**config.mk**
```make
export PLATFORM = sky130hd
export DESIGN_NAME = base58_decoder_unit
export DESIGN_NICKNAME = d
export VERILOG_FILES = /design/src/rtl/core/b58d_pkg.sv /design/src/rtl/core/base58_decoder_unit.sv /design/src/rtl/core/b58d_front.sv /design/src/rtl/core/b58d_queue.sv /design/src/rtl/core/b58d_back.sv
export SDC_FILE = /design/constraint.sdc
export NUM_CORES = 1
export LEC_CHECK = 0
export ABC_AREA = 1
export CORE_MARGIN = 5
export CORE_UTILIZATION = 55
export CTS_CLUSTER_DIAMETER = 80
export CTS_CLUSTER_SIZE = 28
export DETAILED_ROUTE_END_ITERATION = 7
export DONT_BUFFER_PORTS = 1
export PLACE_DENSITY_LB_ADDON = 0.2
export SETUP_SLACK_MARGIN = 0.15
export SLEW_MARGIN = 15
export SYNTH_ARGS = -nofsm -noshare
export SYNTH_HDL_FRONTEND = slang
export SYNTH_SLANG_ARGS = --single-unit
export TNS_END_PERCENT = 10
```
**constraint.sdc**
```tcl
create_clock -name clk -period 10.5 [get_ports clk]
set_input_delay 0.525 -clock clk [delete_from_list [all_inputs] [get_ports clk]]
set_output_delay 0.525 -clock clk [all_outputs]
set_load 0.05 [all_outputs]
```
**src/rtl/core/b58d_pkg.sv**
```systemverilog
package b58d_pkg;

	// default output length in bytes
	localparam int OUT_BYTES_DEF = 25;

	// radix of the text digits
	localparam int RADIX = 58;

	// depth of the command queue between front and back
	localparam int QUEUE_DEPTH = 2;
	localparam int QPTR_W = (QUEUE_DEPTH > 1) ? $clog2(QUEUE_DEPTH) : 1;

	// one classified item as it travels from front to back
	typedef struct packed {
		logic       is_char;   // a character is present
		logic       bad_char;  // character outside the alphabet
		logic       is_end;    // last item of the string
		logic [5:0] digit;     // digit value 0..57
	} b58d_op_t;

	typedef struct packed {
		logic       valid;
		logic [5:0] digit;
	} b58d_digit_t;

	// alphabet 1-9 A-H J-N P-Z a-k m-z
	function automatic b58d_digit_t char_to_digit(input logic [7:0] ch);
		b58d_digit_t r;
		r.valid = 1'b1;
		r.digit = 6'd0;
		if (ch >= 8'h31 && ch <= 8'h39) begin
			r.digit = 6'(ch - 8'h31);
		end else if (ch >= 8'h41 && ch <= 8'h48) begin
			r.digit = 6'(ch - 8'h41 + 8'd9);
		end else if (ch >= 8'h4a && ch <= 8'h4e) begin
			r.digit = 6'(ch - 8'h4a + 8'd17);
		end else if (ch >= 8'h50 && ch <= 8'h5a) begin
			r.digit = 6'(ch - 8'h50 + 8'd22);
		end else if (ch >= 8'h61 && ch <= 8'h6b) begin
			r.digit = 6'(ch - 8'h61 + 8'd33);
		end else if (ch >= 8'h6d && ch <= 8'h7a) begin
			r.digit = 6'(ch - 8'h6d + 8'd44);
		end else begin
			r.valid = 1'b0;
		end
		return r;
	endfunction

endpackage

```
**src/rtl/core/base58_decoder_unit.sv**
```systemverilog
// Base58 text decoder. Each input transfer carries one ASCII character of a
// Base58 string (char_present) and/or the end mark (end_of_string). A front
// stage maps the character to its digit and drops items that carry neither;
// a two-entry queue hands the rest to a back end that multiplies a
// little-endian array of (OUT_BYTES+3)/4 32-bit words by 58 and adds the
// digit, one word per cycle through a single 32x6 multiplier. A character
// therefore occupies the back end for its pop and one multiply-add step
// per word, and the queue lets the front keep taking up to two items
// meanwhile. On the end mark the block sends OUT_BYTES result
// transfers, most significant byte first, one per cycle while out_ready is
// high, with last_byte on the final one and decode_ok high. A character
// outside the alphabet, a carry out of the top word or any bit set above
// OUT_BYTES*8 makes the whole string fail: later characters are skipped and
// the end mark yields a single transfer with out_byte 0, decode_ok 0 and
// last_byte 1. An end mark with no characters gives OUT_BYTES zero bytes.
// State clears after each string; no checksum or leading-zero check is done.
module base58_decoder_unit #(
	parameter int OUT_BYTES = b58d_pkg::OUT_BYTES_DEF
) (
	input  logic       clk,
	input  logic       arst_n,
	// input channel
	input  logic       in_valid,
	output logic       in_ready,
	input  logic [7:0] text_char,
	input  logic       char_present,
	input  logic       end_of_string,
	// result channel
	output logic       out_valid,
	input  logic       out_ready,
	output logic [7:0] out_byte,
	output logic       decode_ok,
	output logic       last_byte
);

	// classified items between front and queue
	logic               push;
	b58d_pkg::b58d_op_t push_op;
	logic               q_full;

	// queue to back end
	logic               pop;
	b58d_pkg::b58d_op_t pop_op;
	logic               q_empty;

	// front: digit lookup and filtering of empty items
	b58d_front u_front (
		.in_valid      (in_valid),
		.in_ready      (in_ready),
		.text_char     (text_char),
		.char_present  (char_present),
		.end_of_string (end_of_string),
		.q_full        (q_full),
		.push          (push),
		.push_op       (push_op)
	);

	// decouples the front from the multi-cycle back end
	b58d_queue u_queue (
		.clk     (clk),
		.arst_n  (arst_n),
		.push    (push),
		.push_op (push_op),
		.full    (q_full),
		.pop     (pop),
		.pop_op  (pop_op),
		.empty   (q_empty)
	);

	// back: word-serial multiply-add and byte-serial result output
	b58d_back #(
		.OUT_BYTES (OUT_BYTES)
	) u_back (
		.clk       (clk),
		.arst_n    (arst_n),
		.q_empty   (q_empty),
		.pop_op    (pop_op),
		.pop       (pop),
		.out_valid (out_valid),
		.out_ready (out_ready),
		.out_byte  (out_byte),
		.decode_ok (decode_ok),
		.last_byte (last_byte)
	);

	// a failed decode is always a single, zero-valued, final transfer
	a_err_result: assert property (@(posedge clk) disable iff (!arst_n)
		out_valid && !decode_ok |-> last_byte && out_byte == 8'h00)
		else $error("error result is not a single zero final transfer");

	// the back end only pops when the queue holds an item
	a_pop_nonempty: assert property (@(posedge clk) disable iff (!arst_n)
		pop |-> !q_empty)
		else $error("pop from empty queue");

	// the front never pushes into a full queue
	a_push_notfull: assert property (@(posedge clk) disable iff (!arst_n)
		push |-> !q_full)
		else $error("push into full queue");

endmodule

```
**src/rtl/core/b58d_front.sv**
```systemverilog
module b58d_front (
	input  logic               in_valid,
	output logic               in_ready,
	input  logic [7:0]         text_char,
	input  logic               char_present,
	input  logic               end_of_string,
	input  logic               q_full,
	output logic               push,
	output b58d_pkg::b58d_op_t push_op
);

	b58d_pkg::b58d_digit_t dig;

	assign dig = b58d_pkg::char_to_digit(text_char);

	assign in_ready = !q_full;

	// items with neither a character nor an end mark do nothing and are dropped
	assign push = in_valid && !q_full && (char_present || end_of_string);

	always_comb begin
		push_op.is_char  = char_present;
		push_op.bad_char = char_present && !dig.valid;
		push_op.is_end   = end_of_string;
		push_op.digit    = dig.digit;
	end

endmodule

```
**src/rtl/core/b58d_queue.sv**
```systemverilog
module b58d_queue (
	input  logic               clk,
	input  logic               arst_n,
	input  logic               push,
	input  b58d_pkg::b58d_op_t push_op,
	output logic               full,
	input  logic               pop,
	output b58d_pkg::b58d_op_t pop_op,
	output logic               empty
);

	localparam int PW = b58d_pkg::QPTR_W;
	localparam int CW = $clog2(b58d_pkg::QUEUE_DEPTH + 1);

	b58d_pkg::b58d_op_t entry_q [b58d_pkg::QUEUE_DEPTH];
	logic [PW-1:0] wr_ptr_q;
	logic [PW-1:0] rd_ptr_q;
	logic [CW-1:0] count_q;

	assign full   = (count_q == CW'(b58d_pkg::QUEUE_DEPTH));
	assign empty  = (count_q == '0);
	assign pop_op = entry_q[rd_ptr_q];

	always_ff @(posedge clk) begin
		if (push) begin
			entry_q[wr_ptr_q] <= push_op;
		end
	end

	always_ff @(posedge clk or negedge arst_n) begin
		if (!arst_n) begin
			wr_ptr_q <= '0;
			rd_ptr_q <= '0;
			count_q  <= '0;
		end else begin
			if (push) begin
				wr_ptr_q <= (wr_ptr_q == PW'(b58d_pkg::QUEUE_DEPTH - 1)) ? '0 : wr_ptr_q + 1'b1;
			end
			if (pop) begin
				rd_ptr_q <= (rd_ptr_q == PW'(b58d_pkg::QUEUE_DEPTH - 1)) ? '0 : rd_ptr_q + 1'b1;
			end
			if (push && !pop) begin
				count_q <= count_q + 1'b1;
			end else if (pop && !push) begin
				count_q <= count_q - 1'b1;
			end
		end
	end

endmodule

```
**src/rtl/core/b58d_back.sv**
```systemverilog
module b58d_back #(
	parameter int OUT_BYTES = b58d_pkg::OUT_BYTES_DEF
) (
	input  logic               clk,
	input  logic               arst_n,
	input  logic               q_empty,
	input  b58d_pkg::b58d_op_t pop_op,
	output logic               pop,
	output logic               out_valid,
	input  logic               out_ready,
	output logic [7:0]         out_byte,
	output logic               decode_ok,
	output logic               last_byte
);

	localparam int NWORDS    = (OUT_BYTES + 3) / 4;
	localparam int REM_BYTES = OUT_BYTES % 4;
	localparam int W_IDX     = (NWORDS > 1) ? $clog2(NWORDS) : 1;
	localparam int BYTE_W    = (OUT_BYTES > 1) ? $clog2(OUT_BYTES) : 1;
	localparam logic [31:0] TOP_MASK =
		(REM_BYTES == 0) ? 32'h0 : (32'hffffffff << (8 * REM_BYTES));

	localparam logic [1:0] ST_IDLE = 2'd0;
	localparam logic [1:0] ST_MAC  = 2'd1;
	localparam logic [1:0] ST_EMIT = 2'd2;

	logic [1:0]        state_q;
	logic [31:0]       acc_q [NWORDS];
	logic              err_q;
	logic              end_q;
	logic [5:0]        carry_q;
	logic [W_IDX-1:0]  w_q;
	logic [BYTE_W-1:0] b_q;

	logic              out_valid_q;
	logic [7:0]        out_byte_q;
	logic              decode_ok_q;
	logic              last_byte_q;

	logic [W_IDX-1:0]  rd_idx;
	logic [31:0]       rd_word;
	logic [1:0]        lane;
	logic [37:0]       prod;
	logic              last_word;
	logic              slot_free;

	assign pop       = (state_q == ST_IDLE) && !q_empty;
	assign slot_free = !out_valid_q || out_ready;
	assign lane      = 2'(b_q);
	assign rd_idx    = (state_q == ST_EMIT) ? W_IDX'(b_q >> 2) : w_q;
	assign rd_word   = acc_q[rd_idx];
	assign prod      = 38'(rd_word) * 38'(b58d_pkg::RADIX) + 38'(carry_q);
	assign last_word = (w_q == W_IDX'(NWORDS - 1));

	assign out_valid = out_valid_q;
	assign out_byte  = out_byte_q;
	assign decode_ok = decode_ok_q;
	assign last_byte = last_byte_q;

	always_ff @(posedge clk) begin
		if (state_q == ST_EMIT && slot_free) begin
			out_byte_q  <= err_q ? 8'h00 : 8'(rd_word >> {lane, 3'b000});
			decode_ok_q <= !err_q;
			last_byte_q <= err_q || (b_q == '0);
		end
	end

	always_ff @(posedge clk or negedge arst_n) begin
		if (!arst_n) begin
			state_q     <= ST_IDLE;
			err_q       <= 1'b0;
			end_q       <= 1'b0;
			carry_q     <= '0;
			w_q         <= '0;
			b_q         <= '0;
			out_valid_q <= 1'b0;
			for (int i = 0; i < NWORDS; i++) begin
				acc_q[i] <= '0;
			end
		end else begin
			// while emitting, a taken transfer is replaced by the next byte below
			if (out_valid_q && out_ready && (state_q != ST_EMIT)) begin
				out_valid_q <= 1'b0;
			end
			unique case (state_q)
				ST_IDLE: begin
					if (pop) begin
						end_q <= pop_op.is_end;
						b_q   <= BYTE_W'(OUT_BYTES - 1);
						if (pop_op.is_char && !err_q && !pop_op.bad_char) begin
							carry_q <= pop_op.digit;
							w_q     <= '0;
							state_q <= ST_MAC;
						end else begin
							if (pop_op.is_char && pop_op.bad_char) begin
								err_q <= 1'b1;
							end
							state_q <= pop_op.is_end ? ST_EMIT : ST_IDLE;
						end
					end
				end
				ST_MAC: begin
					acc_q[w_q] <= prod[31:0];
					carry_q    <= prod[37:32];
					if (last_word) begin
						if (prod[37:32] != '0 || (prod[31:0] & TOP_MASK) != '0) begin
							err_q <= 1'b1;
						end
						state_q <= end_q ? ST_EMIT : ST_IDLE;
					end else begin
						w_q <= w_q + 1'b1;
					end
				end
				ST_EMIT: begin
					if (slot_free) begin
						out_valid_q <= 1'b1;
						if (err_q || b_q == '0) begin
							err_q   <= 1'b0;
							state_q <= ST_IDLE;
							for (int i = 0; i < NWORDS; i++) begin
								acc_q[i] <= '0;
							end
						end else begin
							b_q <= b_q - 1'b1;
						end
					end
				end
				default: begin
					state_q <= ST_IDLE;
				end
			endcase
		end
	end

endmodule

```
Word-level counts from Yosys, hierarchy flattened
Memories as Yosys holds them, arrays and structs flattened. Index checks and enable logic that the tools add are counted.

RAM bits: 18. Input bits: 14. Memories: 1. Bits in registers: 257. Logic and storage cells: 179. Output and inout port bits: 12.

Reductions and logical operators: 48. Magnitude comparators: 15. $mul: 1. Add/sub/neg operators: 18. Bitwise gates (word level): 2. Equality and inequality tests: 15. Multiplexer cells: 58. Shift-type cells: 1.

Memory list: u_queue.entry_q (depth 2, bits a word 9, read ports 1, clocked after Yosys merged registers in 0, write ports 1, line b58d_queue.sv:15) `b58d_pkg::b58d_op_t entry_q [b58d_pkg::QUEUE_DEPTH];`.

Operator list (count): 224-bit 2-to-1 mux (2); 224-bit one-hot mux with 2 select lines (1); 224-bit bitwise mux (1); 32-bit binary-select mux with 3-bit select (1); 32-bit demux with 3-bit select (1); 32-bit 2-to-1 mux (3); 6-bit 2-to-1 mux (8); 8-bit by 7-bit >= comparator with 1-bit output (second input constant) (5); 8-bit by 7-bit <= comparator with 1-bit output (second input constant) (5); 38-bit by 6-bit adder with 38-bit output (1); 32-bit by 5-bit multiplier with 37-bit output (second input constant) (1); 32-bit nonzero test (1); 32-bit by 5-bit right shift with 8-bit output (1); 1-bit 2-to-1 mux (20); 1-bit logical AND (19); 2-bit 2-to-1 mux (9); 6-bit subtractor (second input constant) (3); 2-bit inequality test (second input constant) (8); 5-bit 2-to-1 mux (3); 6-bit by 5-bit adder with 6-bit output (second input constant) (2); 6-bit adder (second input constant) (2); 3-bit 2-to-1 mux (4); 6-bit one-hot mux with 2 select lines (1); 4-bit AND reduction (3); 32 further kinds (53).

Depth between registers and ports, before layout
Word-level depth: 13. Depth in mapped cells: 49. Gate-level depth less buffers: 47.

Hierarchy
A second synthesis with hierarchy kept.

Cells, all modules: 2780. Area total of the unflattened synthesis: 20198.1 um^2.

By module, submodules not included: b58d_back (sequential area each 6381.1 um^2, times used 1, cells an instance 2558, area an instance 18332.6 um^2); b58d_front (sequential area each 0.0 um^2, times used 1, cells an instance 169, area an instance 972.2 um^2); b58d_queue (sequential area each 640.6 um^2, times used 1, cells an instance 53, area an instance 893.4 um^2).

Least setup slack after synthesis
OpenSTA, ideal clock, no wires.

Path kind: register -> register. Start: reg u_back.state_q[0]. End: reg u_back.err_q. Setup time: 0.117 ns. Data required time: 10.383 ns. Arrival time: 5.814 ns. Clock period less this slack: 5.931 ns. Slack: 4.569 ns. Cell stages (with the launch flop): 42. Buffers on the path: 3. Cells stage by stage: dfrtp_1 > inv_1 > ha_1 > buf_4 > inv_4 > nand2_2 > nand2_2 > clkbuf_1 > clkbuf_1 > a21oi_1 > o21ai_0 > o21ai_0 > o21ai_0 > inv_1 > fa_1 > ha_1 > inv_1 > fa_1 > (+6 left out) > a21oi_1 > nand2_1 > nand2_1 > nand2_2 > inv_2 > nand2_2 > nor2_2 > nand3_2 > nor2_4 > nand2_1 > nand2_2 > nand2_2 > nor2_2 > nand2_1 > nor2_1 > nand3_1 > nand3_1 > nand2_1.

Word-level cells in the longest chain between the ends: 12. Elaborated cells on any way between the ends: 24. Classes of those cells: add/sub (1); mul (1); eq/ne (9); mux (5); bitwise (1); reduce/logical (7).

Ends and longest elaborated chain: start, declared (line b58d_back.sv:27) `logic [1:0] state_q;`; start signal, assigned (line b58d_back.sv:98) `state_q <= pop_op.is_end ? ST_EMIT : ST_IDLE;`; start signal, assigned (line b58d_back.sv:109) `state_q <= end_q ? ST_EMIT : ST_IDLE;`; 2-bit equality test (line b58d_back.sv:50, b58d_back.sv:85); 3-bit 2-to-1 mux (line b58d_back.sv:50) `assign rd_idx = (state_q == ST_EMIT) ? W_IDX'(b_q >> 2) : w_q;`; 3-bit NOT with 4-bit output (implied by the code) (line b58d_back.sv:51) `assign rd_word = acc_q[rd_idx];`; 32-bit binary-select mux with 3-bit select (line b58d_back.sv:51); 32-bit 2-to-1 mux (implied by the code) (2 in series) (line b58d_back.sv:51); 32-bit by 5-bit multiplier with 37-bit output (line b58d_back.sv:52) `assign prod = 38'(rd_word) * 38'(b58d_pkg::RADIX) + 38'(carry_q);`; 38-bit by 6-bit adder with 38-bit output (line b58d_back.sv:52); 32-bit nonzero test / 6-bit nonzero test (equally long branches) (line b58d_back.sv:106) `if (prod[37:32] != '0 || (prod[31:0] & TOP_MASK) != '0) begin`; 1-bit logical OR (line b58d_back.sv:106); 2-bit by 1-bit inequality test with 1-bit output (no source line); 8-bit AND reduction (no source line); end signal, assigned (line b58d_back.sv:96) `err_q <= 1'b1;`; end signal, assigned (line b58d_back.sv:107) `err_q <= 1'b1;`; end signal, assigned (line b58d_back.sv:118) `err_q <= 1'b0;`; end, declared (line b58d_back.sv:29) `logic err_q;`.

Several ways; a longest one is shown, not always the timed one. The select of a mux whose other input is x is not followed. A chain may end at the register's enable or synchronous reset.

Worst setup path in the final report
Ends and elaborated chain as after synthesis.

==> results.toml <==
[run_status]
status = "completed"

[critical_path]
slowest_delay_ns = 0.91
crit_arrival_ns = 9.15
cp.required_ns = 10.92
path_common_cell = "nand2_1"
r2r_start = "u_back.state_q[0]$_DFFE_PN0P_"
cp_slowest_cell = "nand2_1"
r2r_setup_slack_ns = 1.77
critical_path_depth = 37
startpoint_type = "register"
end_kind = "register"
cp_max_fo = 27
r2r_cells = 37
reg2reg_to = "u_back.err_q$_DFFE_PN0P_"
crit_buf_inv = 9
path_class = "register to register"
path_delay_family = "simple AND/OR/NAND/NOR gates"

[hold_path]
whs_path_depth = 0
worstHoldStart = "end_of_string"
min_to = "u_queue.entry_q[0][6]$_DFFE_PP_"
hp-class = "input pin to register"

[die]
die_x_um = 201
ioPinCount = 26
coreArea_um2 = 35700
num_rows = 69
start_util_pct = 56.0
die_area_um2 = 40300
fp.dieH_um = 201

[sta]
timing.final.crit_share_pct = 83.2
setup-tns-final_ns = 0
tightest_slew_ns = 1.14
finalHoldViolations = 0
drv_slew = 0
finalWorstPathRequiredPeriod_ns = 8.73
setup_viol = 0
grt_setup_unrepaired = "false"
relSlewSlack_pct = 23.9
finClkSkew_ns = 0.0321
max_freq_mhz = 115

[placed_design]
gp_congestion = 1.01
io_buffers = 0
dp_hpwl_um = 43500
dpl.cell_count = 3113

[logic_synthesis]
async_flop_share_pct = 89.8
post_synth.cell_area_avg_um2 = 7.37
synthTopCellsByArea = "dfrtp_1 31%, inv_1 11%, nand2_1 9.1%, ha_1 6.8%, o22ai_1 6.5%"
seq_area_frac_synth_pct = 35.1
yosysTopAreaCell = "dfrtp_1"
syn_inst = 2715
synthFlopType = "dfrtp_1"
synth_cell_type_count = 54
synth_top_area_share_pct = 30.9
mappedNetlistArea_um2 = 20000
syn-num-nets = 2884
ys_ff_latch = 275
yosys_warnings = 0
synth_edf_count = 28

[final_layout]
layout_common_cells = "568 x inv_1, 485 x nand2_1, 247 x dfrtp_1"
layout_commonest_cell = "inv_1"
syn_to_final_growth_pct = 5.09
fin_util_pct = 58.8
drive_gt1_share_pct = 6.98
stdcell_count = 3139
final_nets = 2841
diodes = 0

[clock_network]
htreeDepth = 1
clkLatencyLatePin_ns = 0.52
cts_tree = "built"
post_cts_resized = 0
clock-sinks = 275
clkTransAtPathRegs_ns = 0.10
cts_buffers = 15
max-clock-path-buffers = 3
cts_root_buffer = "clkbuf_16"

[run]
cap_violations = 0

[route]
wl_per_cell_um = 19.3
wl_met3_um = 4410
antenna_left = 0
first_pass_iters = 8
dr_wl_met2_um = 28300
drt_iter0_markers = 1706
dr_total_vias = 18413
met1Wirelength_um = 25900
vias_per_cell = 5.87
drt-total-wl_um = 60600
routed.top_layer = "met4"
drc = 0

[global_routing]
antenna_found_initial = 0
grt_max_degree = 248
grt_pass1_wl_um = 95700
grt_pass1_vias = 17466
track_usage_pct = 29.3
grt_overflow_total = 0
[per-stage QoR]
step | area (um^2) | hold WS [ns] | setup WS, ns
2_1_floorplan | 20000 | 0.229 | 4.57
3_3_place_gp | 20500 | 0.241 | 2.11
3_5_place_dp | 20500 | 0.241 | 2.04
4_1_cts | 21000 | 0.0812 | 2.00
5_1_grt | 21000 | 0.0753 | 1.24
6_report | 21000 | 0.0964 | 1.77
[repair_timing]
action,4_1_cts,5_1_grt
hold buffers,1,1
hold endpoints to repair,247,36
buffers inserted,0,0
[logic make-up after synthesis]
family | Yosys count | synth area share [%]
DFF | 275 | 35.1
buffers and inverters | 686 | 13.0
AOI/OAI and AO/OA | 624 | 17.9
xor gates and xnor gates | 29 | 1.27
muxes | 3 | 0.150
and+or+nand+nor | 943 | 21.1
adders and majority gates | 155 | 11.5
[cells in the mapped netlist (5+ instances only)]
cell,count
o22ai_1,209
dfrtp_1,247
buf_1,22
o211ai_1,23
nand2_1,485
nand3b_1,7
nor2_2,22
o221ai_1,6
xor2_1,24
nor2_4,9
nand2_2,57
nand3_2,10
a21oi_1,103
inv_1,568
ha_1,108
o21ai_1,5
nand3_1,147
clkbuf_1,69
xnor2_1,5
o311ai_0,5
nor3_1,17
o21ai_0,236
fa_1,47
a31oi_1,8
inv_2,19
o21bai_1,7
nand4_1,16
nor2_1,157
and2_1,5
o21a_1,5
edfxtp_1,28
[how the worst max path moves through the flow]
stage,startpoint,to,slack (ns)
6_report,u_back.state_q[0]$_DFFE_PN0P_,u_back.err_q$_DFFE_PN0P_,1.77
5_1_grt,u_back.state_q[0]$_DFFE_PN0P_,u_back.err_q$_DFFE_PN0P_,1.24
4_1_cts,u_back.state_q[0]$_DFFE_PN0P_,u_back.err_q$_DFFE_PN0P_,2.00
3_5_place_dp,u_back.state_q[0]$_DFFE_PN0P_,u_back.err_q$_DFFE_PN0P_,2.04
3_3_place_gp,u_back.state_q[0]$_DFFE_PN0P_,u_back.err_q$_DFFE_PN0P_,2.11
2_1_floorplan,u_back.state_q[0]$_DFFE_PN0P_,u_back.err_q$_DFFE_PN0P_,4.57
[flip-flops by register name, indices dropped and copies added, names as in the netlist]
signal and flops:
u_back.carry_q 6, u_back.out_valid 1, u_queue.entry_q 18, u_back.out_byte 8, u_back.state_q 2, u_back.last_byte 1, u_back.err_q 1, u_back.b_q 5
u_queue.wr_ptr_q 1, u_back.w_q 3, u_queue.rd_ptr_q 1, u_back.acc_q 224, u_back.end_q 1, u_back.decode_ok 1, u_queue.count_q 2
[area by class of cell]
class                           count  area, um^2
Clock buffer                       18         397
Clock inverter                      5        86.3
Fill cell                        3347       14700
Inverter                          591        2220
Multi-Input combinational cell   1754       10400
Sequential cell                   275        7020
Tap cell                          461         577
Timing Repair Buffer               35         305
[worst register-to-register path: cells and delay by family, from the launching register on]
kind,cells,cell delay [ns]
DFF,1,0.43
buffers and inverters,9,0.99
and+or+nand+nor,21,3.84
adders and majority gates,5,2.41
AOI/OAI and AO/OA,2,0.95
[metal layers]
metal,vias to the layer above,GRT usage [%]
met5,-,0
li1,8715,-
met1,8842,40.7
met4,0,8.14
met2,738,48.9
met3,118,3.78
Power is not shown: default switching activity piles up to over one toggle a cycle in this logic, so the estimate is an artifact.
